===== src/rtl/adf_pkg.sv =====
// Shared types, constants and codes for the ADPCM frame decoder.
package adf_pkg;

    localparam int CHANNELS          = 2;
    localparam int SAMPLES_PER_FRAME = 14;
    localparam int COEF_REGS         = 8;
    localparam int CFG_IDX_W         = 3;
    localparam int CFG_DATA_W        = 64;
    localparam int NIBBLE_W          = 56;
    localparam int COUNT_W           = 4;
    localparam int PCM_W             = 16;
    localparam int ACC_W             = 34;
    localparam int FRAC_W            = 11;
    localparam int STEP_W            = 20;
    localparam int QUEUE_DEPTH       = 2;
    localparam int QCOUNT_W          = 2;

    typedef struct packed {
        logic                chan_id;
        logic [7:0]          header_byte;
        logic [NIBBLE_W-1:0] nibble_bytes;
        logic [COUNT_W-1:0]  sample_count;
        logic                stream_start;
    } frame_t;

    typedef struct packed {
        logic signed [PCM_W-1:0] pcm_sample;
        logic                    out_chan;
        logic                    last_of_frame;
        logic                    bad_index;
    } sample_t;

    typedef enum logic {
        CMD_DECODE,
        CMD_BAD
    } cmd_kind_t;

    typedef struct packed {
        cmd_kind_t               kind;
        logic                    chan;
        logic                    start;
        logic [3:0]              shift_exp;
        logic [COUNT_W-1:0]      count;
        logic signed [PCM_W-1:0] coef1;
        logic signed [PCM_W-1:0] coef2;
        logic [NIBBLE_W-1:0]     data;
    } cmd_t;

    typedef enum logic {
        BK_IDLE,
        BK_RUN
    } back_state_t;

endpackage


===== src/rtl/adf_front.sv =====
// Front end: coefficient registers, request classification and command build.
module adf_front (
    input  logic                            clk,
    input  logic                            rst_n,
    input  logic                            push,
    input  adf_pkg::frame_t                 frame,
    input  logic                            cfg_write,
    input  logic [adf_pkg::CFG_IDX_W-1:0]   cfg_index,
    input  logic [adf_pkg::CFG_DATA_W-1:0]  cfg_data,
    input  logic                            queue_full,
    output logic                            cmd_push,
    output adf_pkg::cmd_t                   cmd
);
    import adf_pkg::*;

    logic [CFG_DATA_W-1:0] coef_reg [COEF_REGS];
    logic [CFG_DATA_W-1:0] coef_word;
    logic [3:0]            pair;

    always_ff @(posedge clk or negedge rst_n)
    begin
        if (!rst_n)
        begin
            for (int i = 0; i < COEF_REGS; i++)
            begin
                coef_reg[i] <= '0;
            end
        end
        else if (cfg_write)
        begin
            coef_reg[cfg_index] <= cfg_data;
        end
    end

    assign pair      = frame.header_byte[7:4];
    assign coef_word = coef_reg[{frame.chan_id, pair[2:1]}];
    assign cmd_push  = push && !queue_full;

    always_comb
    begin
        cmd.kind      = pair[3] ? CMD_BAD : CMD_DECODE;
        cmd.chan      = frame.chan_id;
        cmd.start     = frame.stream_start;
        cmd.shift_exp = frame.header_byte[3:0];
        cmd.count     = (frame.sample_count > COUNT_W'(SAMPLES_PER_FRAME)) ?
                        COUNT_W'(SAMPLES_PER_FRAME) : frame.sample_count;
        cmd.coef1     = pair[0] ? coef_word[47:32] : coef_word[15:0];
        cmd.coef2     = pair[0] ? coef_word[63:48] : coef_word[31:16];
        cmd.data      = frame.nibble_bytes;
    end

endmodule


===== src/rtl/adf_cmd_queue.sv =====
// Two-entry command queue between the front end and the decode engine.
module adf_cmd_queue (
    input  logic          clk,
    input  logic          rst_n,
    input  logic          push,
    input  adf_pkg::cmd_t entry,
    input  logic          pop,
    output logic          full,
    output logic          empty,
    output adf_pkg::cmd_t head
);
    import adf_pkg::*;

    cmd_t                mem_reg [QUEUE_DEPTH];
    logic                wr_ptr_reg;
    logic                rd_ptr_reg;
    logic [QCOUNT_W-1:0] cnt_reg;
    logic [QCOUNT_W-1:0] cnt_next;

    assign full  = (cnt_reg == QCOUNT_W'(QUEUE_DEPTH));
    assign empty = (cnt_reg == '0);
    assign head  = mem_reg[rd_ptr_reg];

    always_comb
    begin
        cnt_next = cnt_reg;
        if (push && !pop)
        begin
            cnt_next = cnt_reg + 1'b1;
        end
        else if (pop && !push)
        begin
            cnt_next = cnt_reg - 1'b1;
        end
    end

    always_ff @(posedge clk or negedge rst_n)
    begin
        if (!rst_n)
        begin
            wr_ptr_reg <= 1'b0;
            rd_ptr_reg <= 1'b0;
            cnt_reg    <= '0;
        end
        else
        begin
            if (push)
            begin
                wr_ptr_reg <= ~wr_ptr_reg;
            end
            if (pop)
            begin
                rd_ptr_reg <= ~rd_ptr_reg;
            end
            cnt_reg <= cnt_next;
        end
    end

    always_ff @(posedge clk)
    begin
        if (push)
        begin
            mem_reg[wr_ptr_reg] <= entry;
        end
    end

endmodule


===== src/rtl/adf_back.sv =====
// Decode engine: per-channel history, result queue; one sample per cycle unless full
module adf_back (
    input  logic             clk,
    input  logic             rst_n,
    input  logic             cmd_empty,
    input  adf_pkg::cmd_t    cmd,
    output logic             cmd_pop,
    input  logic             pop,
    output logic             empty,
    output adf_pkg::sample_t sample
);
    import adf_pkg::*;

    back_state_t             state_reg;
    back_state_t             state_next;
    cmd_t                    cur_reg;
    logic [COUNT_W-1:0]      idx_reg;
    logic signed [PCM_W-1:0] h1_reg [CHANNELS];
    logic signed [PCM_W-1:0] h2_reg [CHANNELS];

    sample_t                 ob_mem_reg [QUEUE_DEPTH];
    logic                    ob_wr_reg;
    logic                    ob_rd_reg;
    logic [QCOUNT_W-1:0]     ob_cnt_reg;
    logic [QCOUNT_W-1:0]     ob_cnt_next;
    logic                    ob_full;
    logic                    ob_pop;

    logic                    emit;
    logic                    last;
    logic                    skip_cmd;
    logic signed [PCM_W-1:0] h1;
    logic signed [PCM_W-1:0] h2;
    logic signed [31:0]      prod1;
    logic signed [31:0]      prod2;
    logic signed [STEP_W-1:0] step;
    logic signed [ACC_W-1:0] acc;
    logic signed [ACC_W-FRAC_W-1:0] quot;
    logic signed [PCM_W-1:0] sat;
    sample_t                 result;

    // A decode command with no samples needs no run state; start clears history.
    assign skip_cmd = (cmd.kind == CMD_DECODE) && (cmd.count == '0);
    assign last     = (idx_reg == cur_reg.count - 1'b1);

    always_comb
    begin
        state_next = state_reg;
        case (state_reg)
            BK_IDLE:
            begin
                if (!cmd_empty && !skip_cmd)
                begin
                    state_next = BK_RUN;
                end
            end
            BK_RUN:
            begin
                if (emit && ((cur_reg.kind == CMD_BAD) || last))
                begin
                    state_next = BK_IDLE;
                end
            end
            default:
            begin
                state_next = BK_IDLE;
            end
        endcase
    end

    always_comb
    begin
        cmd_pop = 1'b0;
        emit    = 1'b0;
        case (state_reg)
            BK_IDLE:
            begin
                cmd_pop = !cmd_empty;
            end
            BK_RUN:
            begin
                emit = !ob_full;
            end
            default:
            begin
                cmd_pop = 1'b0;
                emit    = 1'b0;
            end
        endcase
    end

    // Sample datapath: the residual is the two's complement value of the nibble.
    assign h1    = h1_reg[cur_reg.chan];
    assign h2    = h2_reg[cur_reg.chan];
    assign prod1 = cur_reg.coef1 * h1;
    assign prod2 = cur_reg.coef2 * h2;
    assign step  = STEP_W'($signed(cur_reg.data[NIBBLE_W-1 -: 4])) <<< cur_reg.shift_exp;
    assign acc   = (ACC_W'(step) <<< FRAC_W) + ACC_W'(1024) + ACC_W'(prod1) + ACC_W'(prod2);
    assign quot  = acc[ACC_W-1:FRAC_W];

    always_comb
    begin
        if (quot > (ACC_W-FRAC_W)'(32767))
        begin
            sat = 16'sh7FFF;
        end
        else if (quot < -(ACC_W-FRAC_W)'(32768))
        begin
            sat = 16'sh8000;
        end
        else
        begin
            sat = quot[PCM_W-1:0];
        end
    end

    always_comb
    begin
        result.out_chan = cur_reg.chan;
        if (cur_reg.kind == CMD_BAD)
        begin
            result.pcm_sample    = '0;
            result.last_of_frame = 1'b1;
            result.bad_index     = 1'b1;
        end
        else
        begin
            result.pcm_sample    = sat;
            result.last_of_frame = last;
            result.bad_index     = 1'b0;
        end
    end

    always_ff @(posedge clk or negedge rst_n)
    begin
        if (!rst_n)
        begin
            state_reg <= BK_IDLE;
            idx_reg   <= '0;
        end
        else
        begin
            state_reg <= state_next;
            if (cmd_pop)
            begin
                idx_reg <= '0;
            end
            else if (emit)
            begin
                idx_reg <= idx_reg + 1'b1;
            end
        end
    end

    always_ff @(posedge clk or negedge rst_n)
    begin
        if (!rst_n)
        begin
            for (int i = 0; i < CHANNELS; i++)
            begin
                h1_reg[i] <= '0;
                h2_reg[i] <= '0;
            end
        end
        else if (cmd_pop && (cmd.kind == CMD_DECODE) && cmd.start)
        begin
            h1_reg[cmd.chan] <= '0;
            h2_reg[cmd.chan] <= '0;
        end
        else if (emit && (cur_reg.kind == CMD_DECODE))
        begin
            h1_reg[cur_reg.chan] <= sat;
            h2_reg[cur_reg.chan] <= h1;
        end
    end

    always_ff @(posedge clk)
    begin
        if (cmd_pop)
        begin
            cur_reg <= cmd;
        end
        else if (emit)
        begin
            cur_reg.data <= cur_reg.data << 4;
        end
    end

    // Result queue: a finished sample waits here until pop takes it.
    assign ob_full = (ob_cnt_reg == QCOUNT_W'(QUEUE_DEPTH));
    assign empty   = (ob_cnt_reg == '0);
    assign ob_pop  = pop && !empty;
    assign sample  = ob_mem_reg[ob_rd_reg];

    always_comb
    begin
        ob_cnt_next = ob_cnt_reg;
        if (emit && !ob_pop)
        begin
            ob_cnt_next = ob_cnt_reg + 1'b1;
        end
        else if (ob_pop && !emit)
        begin
            ob_cnt_next = ob_cnt_reg - 1'b1;
        end
    end

    always_ff @(posedge clk or negedge rst_n)
    begin
        if (!rst_n)
        begin
            ob_wr_reg  <= 1'b0;
            ob_rd_reg  <= 1'b0;
            ob_cnt_reg <= '0;
        end
        else
        begin
            if (emit)
            begin
                ob_wr_reg <= ~ob_wr_reg;
            end
            if (ob_pop)
            begin
                ob_rd_reg <= ~ob_rd_reg;
            end
            ob_cnt_reg <= ob_cnt_next;
        end
    end

    always_ff @(posedge clk)
    begin
        if (emit)
        begin
            ob_mem_reg[ob_wr_reg] <= result;
        end
    end

endmodule


===== src/rtl/dsp_adpcm_frame_decoder_unit.sv =====
// Top level of the two-channel ADPCM frame decoder.
// Each request is one 8-byte frame; it produces one signed 16-bit sample per clock
// while the result queue has room. The decode engine first loads the command, then
// decodes the samples one by one, each fed back through the two history samples;
// a frame with a bad coefficient index gives one error result and a frame with a zero
// count gives none. A two-entry command queue lets new frames be taken while a frame
// is being decoded, and a two-entry result queue holds samples while pop is low. The
// user must write coefficient registers only while idle; the block does not check it.
module dsp_adpcm_frame_decoder_unit (
    input  logic                            clk,
    input  logic                            rst_n,
    input  logic                            push,
    output logic                            full,
    input  adf_pkg::frame_t                 frame,
    input  logic                            cfg_write,
    input  logic [adf_pkg::CFG_IDX_W-1:0]   cfg_index,
    input  logic [adf_pkg::CFG_DATA_W-1:0]  cfg_data,
    output logic                            empty,
    input  logic                            pop,
    output adf_pkg::sample_t                sample
);
    import adf_pkg::*;

    logic cmd_push;
    logic cmd_pop;
    logic cmd_empty;
    cmd_t cmd_in;
    cmd_t cmd_head;

    adf_front u_front (
        .clk        (clk),
        .rst_n      (rst_n),
        .push       (push),
        .frame      (frame),
        .cfg_write  (cfg_write),
        .cfg_index  (cfg_index),
        .cfg_data   (cfg_data),
        .queue_full (full),
        .cmd_push   (cmd_push),
        .cmd        (cmd_in)
    );

    adf_cmd_queue u_queue (
        .clk   (clk),
        .rst_n (rst_n),
        .push  (cmd_push),
        .entry (cmd_in),
        .pop   (cmd_pop),
        .full  (full),
        .empty (cmd_empty),
        .head  (cmd_head)
    );

    adf_back u_back (
        .clk       (clk),
        .rst_n     (rst_n),
        .cmd_empty (cmd_empty),
        .cmd       (cmd_head),
        .cmd_pop   (cmd_pop),
        .pop       (pop),
        .empty     (empty),
        .sample    (sample)
    );

endmodule


===== config.mk =====
export PLATFORM = sky130hd
export DESIGN_NAME = dsp_adpcm_frame_decoder_unit
export DESIGN_NICKNAME = d
export VERILOG_FILES = /design/src/rtl/adf_pkg.sv /design/src/rtl/adf_front.sv /design/src/rtl/adf_cmd_queue.sv /design/src/rtl/adf_back.sv /design/src/rtl/dsp_adpcm_frame_decoder_unit.sv
export SDC_FILE = /design/constraint.sdc
export NUM_CORES = 2
export LEC_CHECK = 0
export BUFFER_PORTS_ARGS = -buffer_cell sky130_fd_sc_hd__buf_2
export CAP_MARGIN = 20
export CORE_MARGIN = 5
export CORE_UTILIZATION = 33
export CTS_BUF_LIST = sky130_fd_sc_hd__clkbuf_16
export CTS_CLUSTER_DIAMETER = 30
export DETAILED_ROUTE_END_ITERATION = 12
export PLACE_DENSITY = 0.55
export SYNTH_ARGS = -nofsm -noshare
export SYNTH_HDL_FRONTEND = slang
export SYNTH_HIERARCHICAL = 1
export SYNTH_SLANG_ARGS = --single-unit

===== constraint.sdc =====
create_clock -name clk -period 10.4 [get_ports clk]
set_input_delay 0.52 -clock clk [delete_from_list [all_inputs] [get_ports clk]]
set_output_delay 0.52 -clock clk [all_outputs]
set_load 0.01 [all_outputs]

# ---- Word level (Yosys, flattened, before mapping)
# Memories as Yosys holds them, arrays and structs flattened.
# Index checks and enable logic that the tools add are counted.
dict set report op_classes {
  n_reduce_logical 32
  order_cmp 10
  muxes 47
  bitwise 14
  n_mul 2
  addsub 9
  eq_ne 3
  shifts 1
}
# op count
set ops {}
lappend ops {{$bwmux W512} 1}
lappend ops {{$mux W16} 13}
lappend ops {{$bmux W64 S3} 1}
lappend ops {{$demux W64 S3} 1}
lappend ops {{$mux W64} 3}
lappend ops {{$mux W32} 4}
lappend ops {{$mux W56} 2}
lappend ops {{$and A32 B32 Y32} 2}
lappend ops {{$bwmux W32} 2}
lappend ops {{$mul A16 B16 Y32} 2}
lappend ops {{$add A34 B32 Y34} 1}
lappend ops {{$add A32 B32 Y33} 1}
lappend ops {{$add A31 B12 Y32 const B} 1}
lappend ops {{$demux W16 S1} 2}
lappend ops {{$not A32 Y32} 1}
lappend ops {{$gt A23 B16 Y1 const B} 1}
lappend ops {{$lt A23 B16 Y1 const B} 1}
lappend ops {{$sshl A4 B4 Y20} 1}
lappend ops {{$logic_and A1 B1 Y1} 15}
lappend ops {{$mux W4} 3}
lappend ops {{$mux W2} 5}
lappend ops {{$logic_not A1 Y1} 9}
lappend ops {{$mux W1} 9}
lappend ops {{$ge A4 B4 Y1 const B} 2}
lappend ops {{18 further kinds} 35}
dict set report totals {
  mem_bits_rw 236
  output_inout_bits 21
  elab_cells 147
  input_bits 142
  memories 2
  reg_bits 687
}
# memory words width rd rd_clocked_by_memory_dff write_ports line_no
set memory_table {}
lappend memory_table {u_queue.mem_reg 2 99 1 0 1 adf_cmd_queue.sv:14} ;# cmd_t mem_reg [QUEUE_DEPTH];
lappend memory_table {u_back.ob_mem_reg 2 19 1 0 1 adf_back.sv:21} ;# sample_t ob_mem_reg [QUEUE_DEPTH];

# ---- Logic depth before layout (Yosys ltp)
dict set report logic_depth {
  ltp_word 13
  ltp_mapped 34
}

# ---- By module
# The synthesis kept the hierarchy.
# module seq_area_each_um2 area_each_um2 cells_per_inst instances
set modules_own_cells {}
lappend modules_own_cells {adf_back 5910.7 30269.0 2915 1}
lappend modules_own_cells {adf_front 12812.3 23237.3 1429 1}
lappend modules_own_cells {adf_cmd_queue 6045.8 7830.0 324 1}

# ---- Worst setup path before layout
# Ideal clock, no wire load.
dict set report synth_timing {
  kind {register to register}
  start {reg u_back/cur_reg[97] (netlist name)}
  end {mem u_back/ob_mem_reg[0][10] (netlist name), data pin}
  setup_ps 278
  setup_slack_ps 1242
  required_ps 10122
  arrival_ps 8880
  stages_incl_launch_ff 30
  n_path_buf 6
  path_cell_list {edfxtp_1 -> buf_6 -> clkbuf_1 -> buf_1 -> mux2_2 -> clkbuf_1 -> nand2_1 -> fa_1 -> fa_1 -> inv_1 -> fa_1 -> inv_1 -> fa_1 -> fa_1 -> fa_1 -> fa_1 -> fa_1 -> inv_1 -> ha_1 -> clkbuf_1 -> nand2_1 -> or3_1 -> or3_1 -> a31oi_1 -> o21ai_0 -> a21oi_1 -> nand4_1 -> o21ai_1 -> clkbuf_1 -> o31ai_1}
}
# element line_no
set synth_lines {}
lappend synth_lines {{from (decl)} adf_back.sv:16} ;# cmd_t cur_reg;
lappend synth_lines {{from (signal assigned)} adf_back.sv:181} ;# cur_reg <= cmd;
lappend synth_lines {{to (decl)} adf_back.sv:21}

==> run metrics <==
status=complete, no violations; dpl cells=7091; site row count=158; sequential share of the synthesized area=0.404; Synth warnings=6; CP endpoint kind=flip-flop; Hold Crit Class=primary input to flip-flop; Layout fillers=17518; setup tns final=0 ps; Port Buffers=162; grt ovf=0; Nets=5845; unrepaired setup endpoints after global routing=no; crit-path max FO=45; # setup viols final=0; number of synthesized register bits=923; Mapped Nets=5586; Synth Instances=4668; CTS tree=yes; clock net sink count=923; drt wl/cell=19.9 um; mean area per synthesized cell=13.1 um2; vias in the first global route=40793; CTS buffer count=205; Tmin final=9700 ps; Clock Tree Root=clkbuf_16; pin count of the biggest net entering global routing=151; Die X=441 um; die area=195000 um2; clock buffer depth=3; EDFF count, synth=334; Final Wtd Congestion=0.857; Detailed Routing Iterations Pass 1=6; Worst-path clk slew=50 ps; initial antenna violation count=26; Detailed Route Iter0 Violations=1646; Fin. Hold Viols=0; final WL=151000 um; Max Slew Vio Count=0; # Max-Cap Violations=0; worst r2r src=u_back/cur_reg[97]; starting density of the core=0.331; first-pass GRT wire length=240000 um; DRC violation count after routing=0; Setup crit end=u_back/ob_mem_reg[0][7]; Worst R2R Setup Slack=700 ps; Primary FF master, synth=dfrtp_1; unique cell type count in the Yosys netlist=72; Worst Skew=107 ps; Max-slew headroom=0.335; Tightest Pin Transition=997 ps; reg2reg path depth=26; clock latency on the worst-skew pair=860 ps; Largest register FFs=512; Post-Syn Area=61300 um2; non-filler instance count after layout=7598; Final period util=0.933; Antenna Violating Nets Remaining=0; Setup crit start=u_back/cur_reg[97]; f_max=103 MHz; Critical Path AT=10280 ps; CP Launch Type=flip-flop; DR vias/cell=4.80; Core Util, Final=0.393; Core ar.=185000 um2; detailed-route via count=36458; H-tree Lvls=4; Worst R2R End=u_back/ob_mem_reg[0][7]; I/O pin count=163; total track usage=0.159; CP Class=flip-flop to flip-flop; WHS=46.1 ps; Worst Path Required=10980 ps; share of cells above drive strength 1=0.277; Syn-to-layout area delta=18.6%; Post-synth ARST share=0.638; Die Ht=441 um; Detail Placement HPWL=105000 um
==> critical path, stage by stage, from the launching register on <==
cell and delay [ps]:
edfxtp_1 770, buf_4 380, mux2i_1 220, buf_4 260, nand2b_1 240, fa_1 470
fa_1 830, inv_1 250, fa_1 550, inv_1 50, fa_1 560, fa_1 430
fa_1 510, fa_1 450, fa_1 490, inv_1 40, ha_1 420, nand2_1 160
or3_1 440, or3_1 320, a31oi_1 180, or3_1 150, and2_1 130, nand4_1 110
o41a_1 330, buf_4 290, o31ai_1 390
==> stage by stage <==
step,worst slack (ps),instance area [um2]
2_1_floorplan,1240,61300
3_3_place_gp,1010,64200
3_5_place_dp,774,64200
4_1_cts,680,72600
5_1_grt,126,72700
6_report,698,72700
==> cell usage in the layout, fill, tap and decap left out, types with 37 or more instances in the layout <==
cell type      instances
mux4_2               128
edfxtp_1             334
dfrtp_1              588
nor2_1                95
nor2b_1              116
dlygate4sd3_1        107
bufinv_16             37
and2_1               145
ha_1                 146
mux2_2               589
nand2_1              327
buf_4                 72
a21oi_1               57
mux2_4                99
buf_2                159
inv_1                720
clkbuf_16            205
fa_1                 630
a22oi_1               66
==> worst min-delay path by stage <==
stage | from | end | slack [ps] | depth (start not counted)
floorplan | rst_n | u_back/h1_reg[0] | 220 | 0
global placement | u_front/coef_reg[393] | u_front/coef_reg[393] | 460 | 1
detailed placement | u_front/coef_reg[389] | u_front/coef_reg[389] | 470 | 1
CTS | cfg_data[58] | u_front/coef_reg[58] | 1 | 2
global route | cfg_data[58] | u_front/coef_reg[58] | 10 | 2
finish | cfg_data[62] | u_front/coef_reg[446] | 50 | 2
==> synthesized netlist by cell type, drive strengths merged (59+ instances only) <==
cell type / instances / share of area
nor2b: 120 / 0.012
mux2: 708 / 0.14
fa: 630 / 0.21
nand2: 328 / 0.020
clkbuf: 132 / 0.0081
nor2: 96 / 0.0059
a21oi: 59 / 0.0048
mux4: 128 / 0.047
a22oi: 66 / 0.0081
ha: 146 / 0.030
dfrtp: 589 / 0.24
buf: 160 / 0.020
and2: 148 / 0.015
edfxtp: 334 / 0.16
inv: 698 / 0.043
==> cells by family (layout without fill, tap and decap cells) <==
kind of cell,count (synthesis),count (layout),synth area share
DFF,923,923,0.404
adders and majority gates,776,776,0.235
other,0,10,0
muxes,850,850,0.185
xor gates and xnor gates,47,47,0.00671
AOI/OAI and AO/OA,290,290,0.0335
and+or+nand+nor,792,792,0.0641
buffers and inverters,990,1430,0.0711
==> repair_timing <==
item / CTS / global route
buffers inserted: 0 / 0
gates resized for setup: 0 / 0
hold endpoints to repair: 471 / 0
hold buffers: 107 / 0
endpoints found under the setup margin: 0 / 0
==> area by class of cell <==
cell class	count	area, um2	share of cell area
Clock buffer	205	5130	0.0705
Inverter	698	2620	0.0361
Timing Repair Buffer	344	2520	0.0347
Clock inverter	183	2260	0.0310
Antenna cell	10	25.0	0.000344
Tap cell	2480	3100	0.0427
Multi-Input combinational cell	2755	32300	0.444
Sequential cell	923	24800	0.341
==> per-layer routing <==
metal	vias up	part of all wire	global-route usage
met5	-	0.00041	0
met4	10	0.027	0.0495
met3	231	0.042	0.0313
met2	705	0.51	0.274
met1	19411	0.42	0.203
li1	16101	-	-
Power is not shown: default switching activity piles up to over one toggle a cycle in this logic, so the estimate is an artifact.
